**config.mk**
```make
export PLATFORM = sky130hd
export DESIGN_NAME = cslcm_ctrl
export DESIGN_NICKNAME = d
export VERILOG_FILES = /design/src/cslcm_pkg.sv /design/src/cslcm_ctrl.sv
export SDC_FILE = /design/constraint.sdc
export NUM_CORES = 1
export LEC_CHECK = 0
export ABC_CLOCK_PERIOD_IN_PS = 3600
export BUFFER_PORTS_ARGS = -buffer_cell sky130_fd_sc_hd__buf_4
export CAP_MARGIN = 0
export CORE_ASPECT_RATIO = 1.1
export CORE_UTILIZATION = 24
export CTS_BUF_LIST = sky130_fd_sc_hd__clkbuf_16
export DETAILED_ROUTE_END_ITERATION = 8
export PLACE_DENSITY = 0.49
export SYNTH_ARGS = -nofsm -noshare
export SYNTH_HDL_FRONTEND = slang
export SYNTH_SLANG_ARGS = --single-unit
```
**constraint.sdc**
```tcl
create_clock -name clk -period 3.6 [get_ports clk]
set_input_delay 0.36 -clock clk [delete_from_list [all_inputs] [get_ports clk]]
set_output_delay 0.36 -clock clk [all_outputs]
set_load 0.1 [all_outputs]
```
**src/cslcm_pkg.sv**
```systemverilog
// Package for the component size lcm unit: sizes, state codes and the
// command and status structs between controller and datapath.
// Depends on nothing.
package cslcm_pkg;

	localparam int MAX_ENTRIES = 256;
	localparam int NODE_W      = $clog2(MAX_ENTRIES);
	localparam int CNT_W       = NODE_W + 1;
	localparam int TGT_W       = 9;
	localparam int LCM_W       = 63;
	localparam int PROD_W      = LCM_W + CNT_W;
	localparam int STEP_W      = $clog2(LCM_W);
	localparam logic [CNT_W-1:0]  MAX_CNT   = CNT_W'(MAX_ENTRIES);
	localparam logic [LCM_W-1:0]  LCM_LIMIT = {LCM_W{1'b1}};
	localparam logic [STEP_W-1:0] LAST_STEP = STEP_W'(LCM_W - 1);

	typedef enum logic [3:0] {
		S_LOAD,
		S_CLR,
		S_NEXT,
		S_VISW,
		S_POP,
		S_POPW,
		S_TGTW,
		S_TGTV,
		S_SCAN,
		S_FOLD,
		S_FWAIT,
		S_OUT
	} ctrl_state_t;

	typedef enum logic [2:0] {
		F_IDLE,
		F_DIV1,
		F_GCD,
		F_DIV2,
		F_MUL,
		F_CHK
	} fold_state_t;

	typedef struct packed {
		logic load;
		logic clr_list;
		logic vis_clr;
		logic vis_start;
		logic i_inc;
		logic pop;
		logic lat_u;
		logic tgt_rd;
		logic push_tgt;
		logic scan_init;
		logic scan;
		logic fold_start;
	} cslcm_cmd_t;

	typedef struct packed {
		logic i_end;
		logic clr_end;
		logic vis_i;
		logic sp_zero;
		logic u_lt;
		logic scan_done;
		logic fold_busy;
	} cslcm_sts_t;

endpackage

```
**src/cslcm_ctrl.sv**
```systemverilog
// Controller: loads the list, walks each component and sequences the fold.
// Depends on cslcm_pkg.
module cslcm_ctrl (
	input  logic                  clk,
	input  logic                  arst_n,
	input  logic                  in_valid,
	output logic                  in_stall,
	input  logic                  last_entry,
	output logic                  out_valid,
	input  logic                  out_stall,
	input  cslcm_pkg::cslcm_sts_t sts,
	output cslcm_pkg::cslcm_cmd_t cmd
);
	import cslcm_pkg::*;

	ctrl_state_t state_q, state_d;

	always_ff @(posedge clk or negedge arst_n) begin
		if (!arst_n) begin
			state_q <= S_LOAD;
		end else begin
			state_q <= state_d;
		end
	end

	always_comb begin
		state_d   = state_q;
		cmd       = '0;
		in_stall  = 1'b1;
		out_valid = 1'b0;
		unique case (state_q)
			S_LOAD: begin
				in_stall = 1'b0;
				if (in_valid) begin
					cmd.load = 1'b1;
					if (last_entry) state_d = S_CLR;
				end
			end
			S_CLR: begin
				cmd.vis_clr = 1'b1;
				if (sts.clr_end) state_d = S_NEXT;
			end
			S_NEXT: begin
				if (sts.i_end) begin
					state_d = S_OUT;
				end else begin
					state_d = S_VISW;
				end
			end
			S_VISW: begin
				if (sts.vis_i) begin
					cmd.i_inc = 1'b1;
					state_d = S_NEXT;
				end else begin
					cmd.vis_start = 1'b1;
					state_d = S_POP;
				end
			end
			S_POP: begin
				if (sts.sp_zero) begin
					state_d = S_FOLD;
				end else begin
					cmd.pop = 1'b1;
					state_d = S_POPW;
				end
			end
			S_POPW: begin
				cmd.lat_u = 1'b1;
				if (sts.u_lt) begin
					state_d = S_TGTW;
				end else begin
					cmd.scan_init = 1'b1;
					state_d = S_SCAN;
				end
			end
			S_TGTW: begin
				cmd.tgt_rd = 1'b1;
				state_d = S_TGTV;
			end
			S_TGTV: begin
				cmd.push_tgt  = 1'b1;
				cmd.scan_init = 1'b1;
				state_d = S_SCAN;
			end
			S_SCAN: begin
				cmd.scan = 1'b1;
				if (sts.scan_done) state_d = S_POP;
			end
			S_FOLD: begin
				cmd.fold_start = 1'b1;
				state_d = S_FWAIT;
			end
			S_FWAIT: begin
				if (!sts.fold_busy) begin
					cmd.i_inc = 1'b1;
					state_d = S_NEXT;
				end
			end
			S_OUT: begin
				out_valid = 1'b1;
				if (!out_stall) begin
					cmd.clr_list = 1'b1;
					state_d = S_LOAD;
				end
			end
			default: state_d = S_LOAD;
		endcase
	end

endmodule

```
==> summary by stage, run 1 <==
Clocking
The clock-pin transition on the worst setup and hold timing paths is ~30 ps. The insertion delay of the later-clocked pin in the worst-skew pair is between 200 and 250 ps. The total CTS buffers is 3. TritonCTS built the clock tree. CTS built an H-tree with a depth of 1. The number of buffers on the longest clock path is 2.

The clock tree root buffer cell is sky130_fd_sc_hd__clkbuf_16. The number of sinks on the clock net is 4.

Yosys
The post-synth net total is slightly below 80. Sequential cells were found to cover between 10% and 20% of the synthesized design area. The cell count after synthesis came out at 65.

The flop and latch count out of synthesis is 4. The library cell with the largest summed area after synthesis is sky130_fd_sc_hd__dfrtp_1. The total number of yosys warnings is 0.

Dividing the synthesized area by the synthesized cell count gives 7.80 um^2. In the post-synthesis netlist, the biggest area contributors are sky130_fd_sc_hd__dfrtp_1 (20%), sky130_fd_sc_hd__nor2_1 (6.7%), sky130_fd_sc_hd__buf_6 (6.7%), sky130_fd_sc_hd__nor3_1 (5.9%), sky130_fd_sc_hd__o31ai_4 (4.2%). The netlist area before placement is slightly above 500 um^2. The unique cell type count in the Yosys netlist is 33. The share of the synthesized area in the top cell type is between 15 and 20%.

Pwr
The peak supply drop is ~0.47 mV. The design draws 797 uW. The leakage power figure is about 0.00033 uW. The power density over the cells is slightly above 1000 mW/mm^2.

Die
In this run the core area contains 17 standard-cell rows. Once the floorplan was initialized, standard cells occupied between 20% and 30% of the core. The area of the placeable core is approximately 0.0020 mm^2. The die footprint is 0.00230 mm^2. The vertical die dimension is between 50 and 60 um. In this run the horizontal extent of the chip is approximately 46 um. 26 I/O pins were placed.

Worst setup path
STA classifies the critical path endpoint as a primary output. Data on the critical path is required at its endpoint by between 3000 and 4000 ps. The worst register-to-register path begins at state_q[0].

At the worst endpoint, the arrival time is between 1500 and 2000 ps. The startpoint type of the worst setup path is a flip-flop. In this run the worst setup path begins at state_q[0]. The type of the worst setup path is flip-flop to primary output.

The worst-path maximum fanout is 20.

Placement
The placed wire-length estimate after detailed placement is between 1000 and 1500 um. The instance area at placement is ~700 um^2. At the end of routability-driven placement, the weighted congestion stood at just over 0.7.

During placement, the flow inserted port buffers numbering 25. The worst setup slack before clock tree synthesis is 1710 ps.

Layout
The register with the most flip-flops in the layout has 4 of them. The area added between synthesis and finish is 54.8%. state_q holds more flip-flops than any other register. The library cell used most frequently in the layout, excluding fill and tap cells, is sky130_fd_sc_hd__buf_4. The layout cell share with drive strength beyond 1 is 43.8%.

In the final layout, the registers with the most flip-flops are state_q (4). The final standard cell area without fillers is approximately 780 um^2. The post-layout net count is approximately 100.

The library cells used most frequently in the layout, excluding fill and tap cells, are sky130_fd_sc_hd__buf_4 (25), sky130_fd_sc_hd__nor2_1 (9), sky130_fd_sc_hd__nor3_1 (6). The fraction of the core area covered by cells at the end of the flow is around two fifths. 0 antenna diodes ended up in the layout.

STA
Setup slack closes at around 1500 ps. The number of setup violations in the final report is 0. Setup repair after global routing left no endpoint under its margin.

The relative max-transition margin is between 50 and 60%. The highest achievable clock rate is 0.471 GHz. The final clock period utilization by the worst path is about three fifths.

The minimum clock period after layout is 2120 ps. The number of max-slew violations in the final report is 0. For the pin with the worst max-slew slack, the measured transition is about 700 ps. The count of endpoints failing hold in the final timing report is 0. For the final routed database, the setup TNS stands at 0 ps.

The setup skew after layout is roughly 2.3 ps.

Route
The iteration count of the initial detailed-routing pass is 4. The routed length per placed instance is around 11 um. The total length of routed wires is about 1300 um. The count of nets left with antenna violations once routing finished came out at 0. The overall via count from detail_route is between 500 and 600. The mean number of vias per cell is 4.80. The count of routing violations after the opening detailed-route iteration is 13. The post-route DRC violation count is 0.

GRT
The global route total overflow is 0. The maximum number of pins on one net before global-route repair is 21. The first global-routing pass estimated between 2000 and 2500 um of wire. The aggregate global-route resource usage is between 10% and 20%. The number of antenna violations at the first check in global routing came to 0. The number of global-route vias before repair is between 500 and 600.

Worst hold path
The path class of the tightest hold or removal check is primary input to asynchronous set/reset pin.

Job
The tool flagged a number of max-cap violations equal to 0.

Run status
The run finished with clean final reports.
report_power, final:
part	internal [uW]	total (uW)	switching [uW]	leakage, uW
clock	142	172	30.4	0.0000370
sequential	62.5	150	88.0	0.0000499
combinational	141	474	333	0.000239
cells in the mapped netlist:
cell and count:
sky130_fd_sc_hd__a2111oi_2 1, sky130_fd_sc_hd__a211oi_1 1, sky130_fd_sc_hd__a21o_1 1, sky130_fd_sc_hd__a21oi_1 3
sky130_fd_sc_hd__a21oi_2 1, sky130_fd_sc_hd__a221o_1 1, sky130_fd_sc_hd__a2bb2oi_1 1, sky130_fd_sc_hd__a31oi_1 1
sky130_fd_sc_hd__a32oi_1 1, sky130_fd_sc_hd__and3_1 1, sky130_fd_sc_hd__buf_2 1, sky130_fd_sc_hd__buf_6 3
sky130_fd_sc_hd__clkbuf_1 1, sky130_fd_sc_hd__dfrtp_1 4, sky130_fd_sc_hd__inv_2 1, sky130_fd_sc_hd__mux2_2 1
sky130_fd_sc_hd__nand2_1 5, sky130_fd_sc_hd__nand2_4 1, sky130_fd_sc_hd__nand2b_1 2, sky130_fd_sc_hd__nand2b_2 1
sky130_fd_sc_hd__nand3_2 1, sky130_fd_sc_hd__nand3b_1 2, sky130_fd_sc_hd__nor2_1 9, sky130_fd_sc_hd__nor2b_1 3
sky130_fd_sc_hd__nor3_1 6, sky130_fd_sc_hd__nor3b_1 2, sky130_fd_sc_hd__nor3b_2 1, sky130_fd_sc_hd__nor4_1 2
sky130_fd_sc_hd__o21ai_1 3, sky130_fd_sc_hd__o22ai_1 1, sky130_fd_sc_hd__o31ai_1 1, sky130_fd_sc_hd__o31ai_4 1
sky130_fd_sc_hd__or3_1 1
logic make-up (layout without fill, tap and decap cells):
kind of cell	Yosys count	count (layout)	synth area share (%)
simple gates	37	37	41.7
compound gates	17	17	27.2
buf+inv	6	30	9.13
flops	4	4	19.8
mux	1	1	2.22
stage by stage:
stage	std cells	hold slack, ps
final	117	487
after global routing	117	490
after CTS	117	472
after detailed placement	113	157
after global placement	113	157
after floorplan	65	64.4
cell type report:
type | instances | area (um^2)
fillers | 236 | 1210
repair buffers | 26 | 198
flip-flops and latches | 4 | 100
clock buffers | 3 | 75.1
well taps | 28 | 35.0
inverters | 1 | 3.75
multi-input cells | 55 | 373
critical path: stages, from the launching register on:
cell	delay (ps)
sky130_fd_sc_hd__dfrtp_1	780
sky130_fd_sc_hd__nand2b_1	210
sky130_fd_sc_hd__nor3_1	210
sky130_fd_sc_hd__buf_4	330
repair_timing:
action	4_1_cts	5_1_grt
endpoints found under the hold margin	4	0
buffers inserted	0	0
endpoints found under the setup margin	0	0
hold buffers	1	0
resized for setup	0	0
path summary, 6_finish.rpt:
path	end	slack, ps	cells after the start
hold reg to reg	state_q[1]	840	2
setup / recovery	cmd[9]	1480	3
hold / removal	state_q[0]	490	2
max in group asynchronous	state_q[2]	3010	2
setup reg to reg	state_q[3]	1710	4
min in group clk	state_q[2]	490	4
metal layers:
metal  vias up  GRT usage, %  wire length [um]  share of wire, %
li1        290             -                 -                 -
met1       251          17.7               662                49
met5         -             0                 0                 0
met2        19          18.6               593                44
met3         2          5.40                73               5.4
met4         0          5.88                10              0.75
(Power assumes the default switching activity.)
==> inputs of run 2 (changes only) <==
Settings changed: ABC_CLOCK_PERIOD_IN_PS 3600 to 1800, PLACE_DENSITY 0.49 to 0.5.
Clock period 3.6 ns to 1.8 ns, I/O delays scaled along.
==> summary by stage, run 2 (same netlist as run 1, synthesis figures left out) <==
Layout
The flip-flop count of the largest register after layout is 4 (unchanged). The most common cell after layout, fill and taps aside is sky130_fd_sc_hd__buf_4 (unchanged). The register bank with the most flops is state_q (unchanged). The total inserted antenna cells is 0 (unchanged).

The area added between synthesis and finish came to 83.5% (was 54.8%). The layout cell share with drive strength beyond 1 was 60.4% (was 43.8%). Commonest cells after routing, fill and taps aside: sky130_fd_sc_hd__buf_4 (29), sky130_fd_sc_hd__nor2_1 (7), sky130_fd_sc_hd__nand2_1 (4) (was sky130_fd_sc_hd__buf_4 (25), sky130_fd_sc_hd__nor2_1 (9), sky130_fd_sc_hd__nor3_1 (6)). The post-layout net count was 110 (was 103). Largest registers: state_q (4) (unchanged).

STA
The setup skew after layout was 1.79 ps (was 2.28 ps). The number of max-slew violations in the final report is 0 (unchanged). The worst-case setup margin in the final layout is 120 ps (was 1480 ps). The worst hold margin was 295 ps (was 487 ps). The count of endpoints failing hold in the final timing report came to 0 (unchanged). The final total negative setup slack is 0 ps (unchanged). The minimum clock period after layout is between 1500 and 2000 ps. The highest achievable clock rate is 0.595 GHz. The transition time at the pin with the least slew margin is 297 ps (was 705 ps). Unrepaired setup endpoints after global routing: false (unchanged). The final clock period utilization by the worst path is about 93%.

The relative max-transition margin is 80.2% (was 53.0%). The number of setup violations in the final report is 0 (unchanged).

Clocking
The clock tree root buffer cell is sky130_fd_sc_hd__clkbuf_16 (unchanged). The clock-pin transition on the worst setup and hold timing paths came to 30 ps (about the same). The depth of the CTS H-tree came to 1 (unchanged).

The number of buffers on the longest clock path is 2 (unchanged). The total CTS buffers is 3 (unchanged). The number of sinks on the clock net is 4 (unchanged). The CTS tree is built (unchanged). The insertion delay of the later-clocked pin in the worst-skew pair is 230 ps (was 220 ps).

Worst setup path
The sum of buffers and inverters on the critical path was 3 (was 1). The cell count along the critical path is 6 (was 3). The launch point of the worst path is state_q[3] (was state_q[0]). The cell with the largest stage delay on the worst path is sky130_fd_sc_hd__dfrtp_1 (unchanged). The nature of the critical path endpoint is a primary output (unchanged). The worst path arrival time was 1500 ps (was 1760 ps). The worst-path maximum fanout is 6 (was 20). The cell that appears most often on the critical path is sky130_fd_sc_hd__buf_4. Crit path cell chain: buf_4 -> inv_2 -> nor3_1 -> a31oi_1 -> nor2b_4 -> buf_4 (was nand2b_1 -> nor3_1 -> buf_4). The startpoint type of the worst setup path is a flip-flop (unchanged). The worst reg2reg path depth came to 5 (was 4). The setup slack of the most critical reg-to-reg path is 310 ps (was 1710 ps). The stage delay of the slowest cell on the critical path is 350 ps (was 780 ps). The gate family responsible for the most delay along the worst path is buffers and inverters (was flip-flops). The critical register-to-register path endpoint is state_q[2] (was state_q[3]).

The type of the worst setup path is flip-flop to primary output (unchanged). The worst setup path endpoint is cmd[7] (was cmd[9]). The startpoint of the worst register-to-register path is state_q[0] (unchanged).

The worst endpoint required time was 1620 ps (was 3240 ps).

Pwr
The power density over the cells is 1970 mW/mm^2 (was 1020 mW/mm^2). The switching power summed over all nets came to 1010 uW (was 452 uW). The total power is 1830 uW (was 797 uW). The part of the power in the clock network was 19.7% (was 21.6%). The peak supply drop is 0.728 mV (was 0.471 mV).

The leakage power figure is 0.000382 uW (was 0.000325 uW). The combinational group share of total power is 68.1% (was 59.5%). The switching share of total power is 55.2% (was 56.7%). The sequential group share of total power is 12.2% (was 18.9%).

The design internal power is 820 uW (was 345 uW).

Route
The iteration count of the initial detailed-routing pass was 5 (was 4). The overall via count from detail_route was 605 (was 562). The post-route DRC violation count is 0 (unchanged). The antenna violation net count after detailed routing was 0 (unchanged). The routed length per placed instance is 12.5 um (was 11.5 um). The mean number of vias per cell is 4.88 (was 4.80). The total length of routed wires is 1550 um (was 1340 um). The count of routing violations after the opening detailed-route iteration came to 16 (was 13).

Die
The area of the placeable core is 0.00200 mm^2 (unchanged). The number of placement rows is 17 (unchanged). The die footprint is 0.00230 mm^2 (unchanged). The horizontal extent of the die was 45.8 um (unchanged). The initial cell density of the core is 25.3% (unchanged).

The total I/O pin count is 26 (unchanged). The vertical die dimension was 50.2 um (unchanged).

Placement
The final estimated routing congestion in global placement is 0.799 (was 0.725). The worst setup slack before clock tree synthesis is 173 ps (was 1710 ps). The count of buffers from port buffering is 25 (unchanged). The placed wire-length estimate after detailed placement came to 1200 um (was 1000 um).

GRT
The number of antenna violations at the first check in global routing was 0 (unchanged). The wire length of the first global-routing pass is 2570 um (was 2180 um). The number of global-route vias before repair is 569 (was 507).

The aggregate global-route resource usage came to 15.9% (was 13.3%). The global route total overflow was 0 (unchanged). The maximum number of pins on one net before global-route repair is 13 (was 21).

Job
The number of maximum-capacitance constraint violations came to 0 (unchanged).

Run status
Result of the run: finished clean (unchanged).

Worst hold path
The class of the most critical hold timing path is primary input to asynchronous set/reset pin (unchanged).
run 2: worst min-delay path by stage:
stage	end	cells after the start
after global placement	state_q[1]	1
final	state_q[2]	2
after CTS	state_q[2]	2
after floorplan	state_q[0]	0
after global routing	state_q[2]	2
after detailed placement	state_q[1]	1
run 2: power by group through the flow:
stage          logic [uW]  registers, uW  clock network (uW)
2_1_floorplan        1050            168                   0
3_3_place_gp         1240            217                   0
3_5_place_dp         1230            216                   0
4_1_cts              1230            217                 364
5_1_grt              1320            233                 367
6_report             1250            223                 360
run 2: repair_timing:
| action | CTS | global route |
|---|---|---|
| gates resized for setup | 1 | 6 |
| hold endpoints to repair | 4 | 0 |
| buffers inserted | 0 | 0 |
| endpoints found under the setup margin | 1 | 5 |
| hold buffers | 1 | 0 |
run 2: final cells by class:
class / instances / area (um^2)
Timing Repair Buffer: 33 / 262
Inverter: 1 / 3.75
Multi-Input combinational cell: 55 / 452
Sequential cell: 4 / 103
Fill cell: 204 / 1070
Clock buffer: 3 / 75.1
Tap cell: 28 / 35.0
run 2: stage by stage:
| step | std cells | cell area (um^2) | util (%) |
|---|---|---|---|
| final | 124 | 930 | 46.5 |
| after global routing | 124 | 930 | 46.5 |
| after CTS | 124 | 912 | 45.6 |
| after detailed placement | 120 | 826 | 41.3 |
| after global placement | 120 | 826 | 41.3 |
| after floorplan | 65 | 594 | - |
run 2: worst register-to-register path, stage by stage (launching register included):
cell and delay, ps:
sky130_fd_sc_hd__dfrtp_2 430, sky130_fd_sc_hd__buf_4 220, sky130_fd_sc_hd__nand2_4 110, sky130_fd_sc_hd__o31ai_1 230
sky130_fd_sc_hd__o21ai_1 110, sky130_fd_sc_hd__a2111oi_2 290
run 2: routing by layer:
| layer | vias up | GRT usage [%] | routed length, um |
|---|---|---|---|
| li1 | 304 | - | - |
| met5 | - | 0 | 0 |
| met3 | 3 | 2.52 | 96 |
| met1 | 274 | 20.4 | 651 |
| met4 | 0 | 10.3 | 38 |
| met2 | 24 | 24.0 | 768 |
